<file path="src/hdl/ptrt_pkg.sv">
// Shared types and codes for the periodic task release table.
// Holds command and status codes, the FSM state type and the cell control and status structs.
// No dependencies.
package ptrt_pkg;

  localparam int NUM_TASKS_DEF = 8;
  localparam int MAX_RELEASES = 8;
  localparam int REL_CNT_W = $clog2(MAX_RELEASES + 1);

  localparam logic [2:0] CMD_TICK    = 3'd0;
  localparam logic [2:0] CMD_CREATE  = 3'd1;
  localparam logic [2:0] CMD_DELETE  = 3'd2;
  localparam logic [2:0] CMD_SUSPEND = 3'd3;
  localparam logic [2:0] CMD_RESUME  = 3'd4;

  localparam logic [1:0] STAT_OK       = 2'd0;
  localparam logic [1:0] STAT_RESERVED = 2'd1;
  localparam logic [1:0] STAT_BAD      = 2'd2;

  typedef enum logic [1:0] {
    S_IDLE,
    S_EXEC,
    S_WALK,
    S_FLUSH
  } state_t;

  typedef struct packed {
    logic       create;
    logic       del;
    logic       susp;
    logic       resume;
    logic [7:0] slot;
    logic [7:0] period;
    logic [7:0] delay;
  } ptrt_ctl_t;

  typedef struct packed {
    logic hit_used;
    logic rel;
  } ptrt_stat_t;

endpackage

</file>
<file path="src/hdl/ptrt_cell.sv">
// One task slot of the release table: used, running, period and countdown.
// Passes the tick walk token to its neighbor. Depends on ptrt_pkg.
module ptrt_cell import ptrt_pkg::*; #(
  parameter int IDX = 0
) (
  input  logic       clk,
  input  logic       rst_n,
  input  ptrt_ctl_t  ctl,
  input  logic       tok_in,
  output logic       tok_out,
  output ptrt_stat_t stat
);

  logic       used_r, used_nxt;
  logic       run_r, run_nxt;
  logic [7:0] per_r, per_nxt;
  logic [7:0] cnt_r, cnt_nxt;
  logic       tok_r;
  logic       sel;
  logic       active;

  assign sel    = (ctl.slot == 8'(IDX));
  assign active = used_r && run_r;

  always_comb begin
    used_nxt = used_r;
    run_nxt  = run_r;
    per_nxt  = per_r;
    cnt_nxt  = cnt_r;
    if (tok_r && active) begin
      if (cnt_r == 8'd0) begin
        cnt_nxt = per_r;
      end else begin
        cnt_nxt = cnt_r - 8'd1;
      end
    end
    if (sel) begin
      if (ctl.create) begin
        used_nxt = 1'b1;
        run_nxt  = 1'b1;
        per_nxt  = ctl.period;
        cnt_nxt  = ctl.delay;
      end
      if (ctl.del) begin
        used_nxt = 1'b0;
        run_nxt  = 1'b0;
        per_nxt  = 8'd0;
        cnt_nxt  = 8'd0;
      end
      if (ctl.susp) begin
        run_nxt = 1'b0;
      end
      if (ctl.resume) begin
        run_nxt = 1'b1;
      end
    end
  end

  always_ff @(posedge clk) begin
    if (!rst_n) begin
      used_r <= 1'b0;
      run_r  <= 1'b0;
      tok_r  <= 1'b0;
    end else begin
      used_r <= used_nxt;
      run_r  <= run_nxt;
      tok_r  <= tok_in;
    end
    per_r <= per_nxt;
    cnt_r <= cnt_nxt;
  end

  assign tok_out       = tok_r;
  assign stat.hit_used = used_r && sel;
  assign stat.rel      = tok_r && active && (cnt_r == 8'd0);

endmodule

</file>
<file path="src/hdl/periodic_task_release_table_unit.sv">
// Top level of the periodic task release table: command sequencer and cell row.
// Instantiates ptrt_cell once per task slot. Depends on ptrt_pkg.
//
// Usage: present a transaction on in_cmd, in_slot, in_period and in_first_delay
// with start high; it is taken at a rising edge where busy is low. Every command
// other than tick is checked in the S_EXEC state and answers with one result that
// is registered as S_EXEC ends; busy is high during S_EXEC, so a new transaction
// can be taken at the same edge at which that result is accepted.
// A tick passes a token down the row of cells, one slot per cycle, so busy stays
// high through S_WALK and S_FLUSH; the walk length is set by the cell row.
// Releases come out in slot order, each one in the cycle after the next is found. The
// final one, tagged with out_last, is sent from S_FLUSH and is accepted at the
// same edge at which the block can take a new transaction.
// A tick with no release gives one result with out_release_valid low. Each result
// is shown for one cycle with out_strobe high; the receiver cannot stall, so no
// result waits. Reset empties the table and leaves the block idle at once.
module periodic_task_release_table_unit import ptrt_pkg::*; #(
  parameter int NUM_TASKS = NUM_TASKS_DEF
) (
  input  logic       clk,
  input  logic       rst_n,
  input  logic       start,
  output logic       busy,
  input  logic [2:0] in_cmd,
  input  logic [7:0] in_slot,
  input  logic [7:0] in_period,
  input  logic [7:0] in_first_delay,
  output logic       out_strobe,
  output logic [1:0] out_status,
  output logic       out_release_valid,
  output logic [2:0] out_released_slot,
  output logic       out_last
);

  localparam int IDX_W = (NUM_TASKS > 1) ? $clog2(NUM_TASKS) : 1;

  state_t               state_r, state_nxt;
  logic [IDX_W-1:0]     idx_r, idx_nxt;
  logic [REL_CNT_W-1:0] rel_cnt_r, rel_cnt_nxt;
  logic                 pend_v_r, pend_v_nxt;
  logic [2:0]           pend_slot_r, pend_slot_nxt;
  logic [2:0]           cmd_r, cmd_nxt;
  logic [7:0]           slot_r, slot_nxt;
  logic [7:0]           per_r, per_nxt;
  logic [7:0]           dly_r, dly_nxt;
  logic                 strobe_r, strobe_nxt;
  logic [1:0]           status_r, status_nxt;
  logic                 relv_r, relv_nxt;
  logic [2:0]           rslot_r, rslot_nxt;
  logic                 last_r, last_nxt;

  ptrt_ctl_t            ctl;
  ptrt_stat_t           stat [NUM_TASKS];
  logic [NUM_TASKS:0]   tok;
  logic                 tok_start;
  logic [NUM_TASKS-1:0] tok_cells;
  logic                 any_used;
  logic                 any_rel;
  logic                 in_range;
  logic [7:0]           idx_ext;

  genvar g;
  generate
    for (g = 0; g < NUM_TASKS; g++) begin : g_cell
      ptrt_cell #(.IDX(g)) u_cell (
        .clk     (clk),
        .rst_n   (rst_n),
        .ctl     (ctl),
        .tok_in  (tok[g]),
        .tok_out (tok[g+1]),
        .stat    (stat[g])
      );
    end
  endgenerate

  assign tok[0]    = tok_start;
  assign tok_cells = tok[NUM_TASKS:1];

  always_comb begin
    any_used = 1'b0;
    any_rel  = 1'b0;
    for (int i = 0; i < NUM_TASKS; i++) begin
      any_used = any_used | stat[i].hit_used;
      any_rel  = any_rel | stat[i].rel;
    end
  end

  assign in_range = ({1'b0, slot_r} < 9'(NUM_TASKS));
  assign idx_ext  = 8'(idx_r);

  always_comb begin
    state_nxt     = state_r;
    idx_nxt       = idx_r;
    rel_cnt_nxt   = rel_cnt_r;
    pend_v_nxt    = pend_v_r;
    pend_slot_nxt = pend_slot_r;
    cmd_nxt       = cmd_r;
    slot_nxt      = slot_r;
    per_nxt       = per_r;
    dly_nxt       = dly_r;
    strobe_nxt    = 1'b0;
    status_nxt    = STAT_OK;
    relv_nxt      = 1'b0;
    rslot_nxt     = 3'd0;
    last_nxt      = 1'b0;
    tok_start     = 1'b0;
    ctl.create    = 1'b0;
    ctl.del       = 1'b0;
    ctl.susp      = 1'b0;
    ctl.resume    = 1'b0;
    ctl.slot      = slot_r;
    ctl.period    = per_r;
    ctl.delay     = dly_r;
    case (state_r)
      S_IDLE: begin
        if (start) begin
          cmd_nxt  = in_cmd;
          slot_nxt = in_slot;
          per_nxt  = in_period;
          dly_nxt  = in_first_delay;
          if (in_cmd == CMD_TICK) begin
            tok_start   = 1'b1;
            idx_nxt     = '0;
            rel_cnt_nxt = '0;
            pend_v_nxt  = 1'b0;
            state_nxt   = S_WALK;
          end else begin
            state_nxt = S_EXEC;
          end
        end
      end
      S_EXEC: begin
        strobe_nxt = 1'b1;
        last_nxt   = 1'b1;
        state_nxt  = S_IDLE;
        if (!in_range) begin
          status_nxt = STAT_BAD;
        end else begin
          case (cmd_r)
            CMD_CREATE: begin
              if (any_used) begin
                status_nxt = STAT_RESERVED;
              end else begin
                ctl.create = 1'b1;
              end
            end
            CMD_DELETE: begin
              if (any_used) ctl.del = 1'b1;
              else status_nxt = STAT_BAD;
            end
            CMD_SUSPEND: begin
              if (any_used) ctl.susp = 1'b1;
              else status_nxt = STAT_BAD;
            end
            CMD_RESUME: begin
              if (any_used) ctl.resume = 1'b1;
              else status_nxt = STAT_BAD;
            end
            default: begin
              status_nxt = STAT_BAD;
            end
          endcase
        end
      end
      S_WALK: begin
        if (any_rel && (rel_cnt_r < REL_CNT_W'(MAX_RELEASES))) begin
          if (pend_v_r) begin
            strobe_nxt = 1'b1;
            relv_nxt   = 1'b1;
            rslot_nxt  = pend_slot_r;
          end
          pend_v_nxt    = 1'b1;
          pend_slot_nxt = idx_ext[2:0];
          rel_cnt_nxt   = rel_cnt_r + REL_CNT_W'(1);
        end
        if (idx_r == IDX_W'(NUM_TASKS - 1)) begin
          state_nxt = S_FLUSH;
        end else begin
          idx_nxt = idx_r + IDX_W'(1);
        end
      end
      S_FLUSH: begin
        strobe_nxt = 1'b1;
        last_nxt   = 1'b1;
        relv_nxt   = pend_v_r;
        rslot_nxt  = pend_v_r ? pend_slot_r : 3'd0;
        pend_v_nxt = 1'b0;
        state_nxt  = S_IDLE;
      end
      default: begin
        state_nxt = S_IDLE;
      end
    endcase
  end

  always_ff @(posedge clk) begin
    if (!rst_n) begin
      state_r  <= S_IDLE;
      pend_v_r <= 1'b0;
      strobe_r <= 1'b0;
    end else begin
      state_r  <= state_nxt;
      pend_v_r <= pend_v_nxt;
      strobe_r <= strobe_nxt;
    end
    idx_r       <= idx_nxt;
    rel_cnt_r   <= rel_cnt_nxt;
    pend_slot_r <= pend_slot_nxt;
    cmd_r       <= cmd_nxt;
    slot_r      <= slot_nxt;
    per_r       <= per_nxt;
    dly_r       <= dly_nxt;
    status_r    <= status_nxt;
    relv_r      <= relv_nxt;
    rslot_r     <= rslot_nxt;
    last_r      <= last_nxt;
  end

  assign busy              = (state_r != S_IDLE);
  assign out_strobe        = strobe_r;
  assign out_status        = status_r;
  assign out_release_valid = relv_r;
  assign out_released_slot = rslot_r;
  assign out_last          = last_r;

  a_tok_onehot: assert property (@(posedge clk) disable iff (!rst_n)
    $countones(tok_cells) <= 1)
    else $error("More than one cell holds the walk token.");

  a_tok_idle: assert property (@(posedge clk) disable iff (!rst_n)
    (state_r != S_WALK) |-> (tok_cells == '0))
    else $error("Walk token present outside a tick walk.");

  a_tok_pos: assert property (@(posedge clk) disable iff (!rst_n)
    (state_r == S_WALK) |-> tok_cells[idx_r])
    else $error("Walk token is not at the slot being scanned.");

  a_rel_cap: assert property (@(posedge clk) disable iff (!rst_n)
    (state_r == S_WALK) |=> (rel_cnt_r <= REL_CNT_W'(MAX_RELEASES)))
    else $error("Release count passed its limit.");

  a_rel_ok: assert property (@(posedge clk) disable iff (!rst_n)
    (out_strobe && out_release_valid) |-> (out_status == STAT_OK))
    else $error("Release reported with a failing status.");

endmodule

</file>
<file path="config.mk">
export PLATFORM = sky130hd
export DESIGN_NAME = periodic_task_release_table_unit
export DESIGN_NICKNAME = d
export VERILOG_FILES = /design/src/hdl/ptrt_pkg.sv /design/src/hdl/ptrt_cell.sv /design/src/hdl/periodic_task_release_table_unit.sv
export SDC_FILE = /design/constraint.sdc
export NUM_CORES = 1
export LEC_CHECK = 0
export BUFFER_PORTS_ARGS = -buffer_cell sky130_fd_sc_hd__buf_2
export CAP_MARGIN = 15
export CORE_MARGIN = 5
export CORE_UTILIZATION = 55
export CTS_CLUSTER_SIZE = 10
export DETAILED_ROUTE_END_ITERATION = 16
export PLACE_DENSITY = 0.76
export SETUP_SLACK_MARGIN = 0.4
export SYNTH_ARGS = -nofsm -noshare
export SYNTH_HDL_FRONTEND = slang
export SYNTH_SLANG_ARGS = --single-unit
</file>
<file path="constraint.sdc">
create_clock -name clk -period 2.8 [get_ports clk]
set_input_delay 0.14 -clock clk [delete_from_list [all_inputs] [get_ports clk]]
set_output_delay 0.14 -clock clk [all_outputs]
set_load 0.05 [all_outputs]
</file>
==> results of run 1 <==
sequential cells by signal, summed over array words and instances (netlist names), 8 cells and up:
signal / cells
dly_r: 8
g_cell.u_cell.used_r: 8
g_cell.u_cell.cnt_r: 64
g_cell.u_cell.per_r: 64
per_r: 8
g_cell.u_cell.run_r: 8
g_cell.u_cell.tok_out: 8
slot_r: 8
synthesized netlist by cell type, types with 3 or more instances:
master	instances	area, um2
o2bb2ai_1	11	96.3
o21ai_1	6	30.0
o211ai_1	10	75.1
or4_1	15	113
mux2_2	3	33.8
buf_2	5	25.0
ha_1	14	175
nor2b_1	11	68.8
a31oi_1	8	50.1
o21bai_1	3	22.5
nand2b_1	11	68.8
a21oi_1	32	160
edfxtp_1	101	3030
o311ai_0	8	70.1
nor2_1	53	199
or2_2	8	50.1
nor2_4	3	33.8
mux2i_1	26	260
inv_1	40	150
nor3b_1	8	60.1
a22oi_1	8	60.1
and3_1	13	81.3
o221a_2	4	45.0
clkbuf_1	31	116
o31ai_1	12	90.1
a2bb2oi_1	5	43.8
o21ai_0	43	215
nor4_1	16	100
nand4_1	6	37.5
or3_1	8	50.1
and2_1	15	93.8
a211oi_1	5	37.5
nand2_1	74	278
nor3_4	4	65.1
a31o_2	3	26.3
o22ai_1	9	56.3
or3b_2	3	26.3
o41ai_1	5	43.8
nor3_1	26	130
nand3_1	38	190
a22o_1	36	315
dfxtp_1	99	1980
where the power goes:
part	internal [mW]	leakage, nW	total [mW]	switching, mW
Combinational	0.0904	2.10	0.223	0.133
Sequential	3.11	1.73	3.18	0.0667
Clock	1.32	0.309	2.58	1.27
Total	4.52	4.14	5.98	1.47
kinds of logic after synthesis:
logic type                 Yosys count  synth area share, %
adders and majority gates           14                 1.88
DFF                                200                 53.9
and+or+nand+nor                    323                 18.9
xor gates and xnor gates             2                0.188
buffers and inverters               78                 3.38
muxes                               33                 4.13
AOI/OAI and AO/OA                  230                 17.5
final timing paths:
path                          start                         to  slack, ns  cells past startpoint
max                       slot_r[5]  g_cell[0].u_cell.cnt_r[0]       0.34                      6
min                           start                 state_r[0]       0.12                      4
max reg2reg               slot_r[5]  g_cell[0].u_cell.cnt_r[0]       0.34                      6
min reg2reg  g_cell[3].u_cell.run_r     g_cell[3].u_cell.run_r       0.47                      2
worst max-delay path, delay by kind of cell, from the launching register on:
kind	cells	cell delay (ns)
compound gates	1	0.20
buf+inv	1	0.22
flops	1	0.45
simple gates	4	1.47
layer usage:
layer / GRT usage, % / up-vias / share of wire, %
met5: 0 / - / 0
met4: 9.84 / 0 / 3.0
met3: 5.96 / 67 / 8.2
met2: 41.9 / 370 / 48
met1: 35.1 / 3742 / 41
li1: - / 3575 / -
stage by stage:
step,util [%],hold slack [ns],power (mW),instance area (um2)
final,68.0,0.123,5.98,11300
after global routing,68.0,0.123,6.14,11300
after CTS,66.0,0.108,5.97,10900
after detailed placement,60.1,0.318,3.41,9970
after global placement,60.1,0.316,3.41,9970
after floorplan,-,0.239,3.29,9300
repair_timing:
| item | in CTS | in global routing |
|---|---|---|
| gates cloned | 1 | 3 |
| hold buffers | 27 | 0 |
| pin swaps | 1 | 15 |
| gates resized for setup | 20 | 56 |
| endpoints found under the setup margin | 144 | 201 |
| endpoints found under the hold margin | 27 | 0 |
| buffers inserted | 1 | 9 |
cell type report:
| type | instances | area (um2) | area share, % |
|---|---|---|---|
| multi-input combinational | 604 | 4230 | 37.5 |
| tap | 220 | 275 | 2.44 |
| timing repair buffer | 123 | 937 | 8.31 |
| clock buffer | 17 | 425 | 3.77 |
| clock inverter | 15 | 210 | 1.86 |
| timing repair inverter | 2 | 15.0 | 0.133 |
| inverter | 40 | 169 | 1.50 |
| sequential | 200 | 5020 | 44.5 |
==> results_dict.tcl, run 1 <==
set metrics [dict create \
    required_ns 3.13 \
    htree_levels 4 \
    post-route-period-util_pct 87.8 \
    clkSinkCount 200 \
    drt_pass1_iterations 6 \
    place.gp.congestion 0.921 \
    yosysWarnings 0 \
    drive_gt1_share_pct 22.3 \
    yosys_most_used_dff "edfxtp_1" \
    finClkSkew_ns 0.0233 \
    path_cells "or4_4, or3_4, nor3_2, nand3_1, buf_4, a22o_1" \
    critPathMaxStageDelay_ns 0.62 \
    layout_common_cells "101 x edfxtp_1, 97 x dfxtp_1, 72 x nand2_1, 54 x buf_4, 45 x nor2_1" \
    cts_root_buffer "clkbuf_16" \
    ys_seq_area_share_pct 53.9 \
    ys_async_sr_fraction_pct 0 \
    hp-class "primary input to register" \
    antenna_found_initial 0 \
    hold_violations 0 \
    rows 47 \
    wl_per_cell_um 21.7 \
    max_freq_mhz 407 \
    cap_viol_max_count 0 \
    syn_to_final_growth_pct 21.3 \
    clockBufferDepth 2 \
    start_util_pct 56.1 \
    syn_area_per_cell_um2 10.6 \
    fillers 1206 \
    relSlewSlack_pct 48.4 \
    viasPerCell 6.35 \
    syn_area_um2 9300 \
    insertedDiodeCount 0 \
    path_clk_slew_ns 0.09 \
    layout_commonest_cell "edfxtp_1" \
    dp_cells 1148 \
    cts_tree "done" \
    final_cell_count_no_fill 1221 \
    grt_pass1_wl_um 40100 \
    slew_violations 0 \
    vias 7754 \
    gr-total-overflow 0 \
    worstMarginPinSlew_ns 0.769 \
    drt_iter0_drc 870 \
    peakVddDrop_uv 445 \
    die_y_um 140 \
    synth_edf_count 101 \
    rsz0062_at_grt "yes" \
    power_leakage_nw 4.14 \
    worstSkewPairLatency_ns 0.45 \
    dp_hpwl_um 16800 \
    design.core.area_um2 16600 \
    worstSetupPathType "register to register" \
    synth-seq-cells 200 \
    synth_nets 924 \
    grt_pass1_vias 7373 \
    wirelength_um 26400 \
    cts_buffers 17 \
    dp_slack_ns 0.0340 \
    grt_usage_pct 26.2 \
    syn_inst 880 \
    final.setup.tns_ns 0 \
    die_w_um 140 \
    worst-endpoint-arrival_ns 2.79 \
    p_per_area_nw_per_um2 531 \
    ios 39 \
    layout_setup_ws_ns 0.343 \
    port-buffer-count 38 \
    ys_types 73 \
    slowest_stage "or4_4" \
    cp_max_fo 7 \
    grt_max_degree 30 \
    drcViolationCount 0 \
    fin_crit_ns 2.46 \
    antenna_left 0 \
    crit_path_start_kind "register" \
    setup_viol 0 \
    finish.net_count 1032 \
    status "finished clean" \
    end_kind "register" \
    dieArea_um2 19600 \
]
Note: power is estimated with default switching activity, not from simulation.
==> run 2, diff against run 1 <==
PLACE_DENSITY = 0.79   (was 0.76)
clock period = 2.21 ns   (was 2.8 ns; I/O delays follow)
==> run 2 against run 1 <==
  * The run now ends with setup timing left
  * Hold slack gained 0.039 ns
  * Sequential cell count is the same
  * Critical path depth shrank 1
  * Die area is the same
  * Via count grew 10%
  * Non-clock buffer count grew 78
  * Sequential power grew 27%
  * Register-to-register slack lost 0.53 ns
  * Critical path type unchanged
  * Critical endpoint is now g_cell[7].u_cell.cnt_r[2]
  * Largest cell class unchanged
==> results_dict.tcl, run 2 (synthesis gave the netlist of run 1 again) <==
set metrics [dict create \
    die_w_um 140 \
    antenna_found_initial 1 \
    worstSetupPathType "register to register" \
    path_clk_slew_ns 0.08 \
    cp_max_fo 7 \
    place.gp.congestion 0.963 \
    cap_viol_max_count 0 \
    worst-endpoint-arrival_ns 2.75 \
    finish.net_count 1112 \
    drt_pass1_iterations 5 \
    hp-class "primary input to register" \
    max_freq_mhz 418 \
    wl_per_cell_um 23.9 \
    reg_top3 "g_cell.u_cell.cnt_r: 64 flops, g_cell.u_cell.per_r: 64 flops" \
    cp.depth 5 \
    fillers 965 \
    regArea_um2 5020 \
    start_util_pct 56.1 \
    critPathMaxStageDelay_ns 0.63 \
    r2r-start "slot_r[4]" \
    insertedDiodeCount 0 \
    dp_hpwl_um 17800 \
    drt_iter0_drc 1290 \
    layout_setup_ws_ns -0.183 \
    crit_path_start_kind "register" \
    clockBufferDepth 2 \
    dieArea_um2 19600 \
    hold_violations 0 \
    setup_viol 185 \
    end_kind "register" \
    slew_violations 0 \
    post-route-period-util_pct 108 \
    syn_to_final_growth_pct 34.6 \
    slowest_stage "or4b_4" \
    violations "setup timing" \
    worst-path-buf-inv 0 \
    cts_buffers 17 \
    htree_levels 4 \
    endpoint "g_cell[7].u_cell.cnt_r[2]" \
    layout_common_cells "101 x edfxtp_1, 96 x buf_4, 95 x dfxtp_1, 62 x nand2_1, 43 x nor2_1" \
    viasPerCell 6.57 \
    layout_commonest_cell "edfxtp_1" \
    drcViolationCount 0 \
    path_cells "or4_4, or4b_4, nor3_4, a22oi_1, o21ai_1" \
    rr_endpoint "g_cell[7].u_cell.cnt_r[2]" \
    peakVddDrop_uv 546 \
    clkSinkCount 200 \
    grt_pass1_wl_um 44300 \
    rows 47 \
    power_leakage_nw 4.77 \
    design.core.area_um2 16600 \
    port-buffer-count 38 \
    fin_util_pct 75.5 \
    gr-total-overflow 0 \
    antenna_left 0 \
    grt_pass1_vias 7977 \
    cts_tree "done" \
    crit_start "slot_r[4]" \
    grt_max_degree 28 \
    reg2reg_slack_ns -0.18 \
    fin_crit_ns 2.39 \
    p_per_area_nw_per_um2 606 \
    status "finished, violations left" \
    drive_gt1_share_pct 32.2 \
    wirelength_um 31100 \
    grt_usage_pct 29.1 \
    ios 39 \
    finClkSkew_ns 0.0144 \
    vias 8550 \
    die_y_um 140 \
    cp_top_family "simple AND/OR/NAND/NOR gates" \
    worstSkewPairLatency_ns 0.45 \
    required_ns 2.56 \
    cts_root_buffer "clkbuf_16" \
    final.setup.tns_ns -9.46 \
    rsz0062_at_grt "yes" \
    relSlewSlack_pct 42.0 \
    multiInputGateArea_um2 4690 \
    reg2reg_depth 5 \
    worstMarginPinSlew_ns 0.862 \
]
## run 2: tightest hold or removal path: cells and delay by family
kind / cells / cell delay (ns)
AOI/OAI and AO/OA: 1 / 0.16
buffers and inverters: 2 / 0.23
and+or+nand+nor: 1 / 0.05
## run 2: worst min-delay path by stage
stage	from	end	slack, ns	cells after the start
final	start	state_r[0]	0.16	4
after global routing	rst_n	g_cell[4].u_cell.used_r	0.16	3
after CTS	rst_n	g_cell[4].u_cell.used_r	0.1	3
after detailed placement	in_first_delay[7]	dly_r[7]	0.29	1
after global placement	in_first_delay[3]	dly_r[3]	0.29	1
after floorplan	in_cmd[0]	cmd_r[0]	0.21	0
## run 2: what timing repair did
| item | in CTS | in global routing |
|---|---|---|
| pin swaps | 8 | 30 |
| cloned | 6 | 2 |
| hold endpoints to repair | 27 | 0 |
| endpoints found under the setup margin | 223 | 226 |
| buffers inserted | 16 | 17 |
| hold buffers | 27 | 0 |
| resized for setup | 61 | 77 |
## run 2: report_power, final
| part | total [mW] | internal [mW] | switching, mW |
|---|---|---|---|
| Clock | 3.17 | 1.70 | 1.47 |
| Sequential | 4.03 | 3.94 | 0.0843 |
| Combinational | 0.387 | 0.164 | 0.223 |
## run 2: per-layer routing
layer	vias up	track usage, %	wire [um]
met4	2	12.7	1580
met3	129	6.10	3150
met5	-	0	13
met1	4092	37.1	11300
met2	598	48.2	15100
li1	3729	-	-
## run 2: final cells by class
cell class | instances | area share, %
clock inverter | 12 | 1.02
multi-input combinational | 606 | 37.4
tap | 220 | 2.20
sequential | 200 | 40.1
inverter | 40 | 1.54
timing repair buffer | 201 | 13.8
timing repair inverter | 2 | 0.100
clock buffer | 20 | 3.77
## run 2: through the flow
stage | std cells | power, mW | instance area [um2] | worst slack, ns | hold slack (ns)
after floorplan | 880 | 4.19 | 9660 | -0.00937 | 0.209
after global placement | 1201 | 4.37 | 10700 | -0.0538 | 0.287
after detailed placement | 1201 | 4.38 | 10700 | -0.0692 | 0.289
after CTS | 1282 | 7.49 | 12000 | -0.0597 | 0.0989
after global routing | 1301 | 7.77 | 12500 | -0.170 | 0.158
final | 1301 | 7.59 | 12500 | -0.183 | 0.162
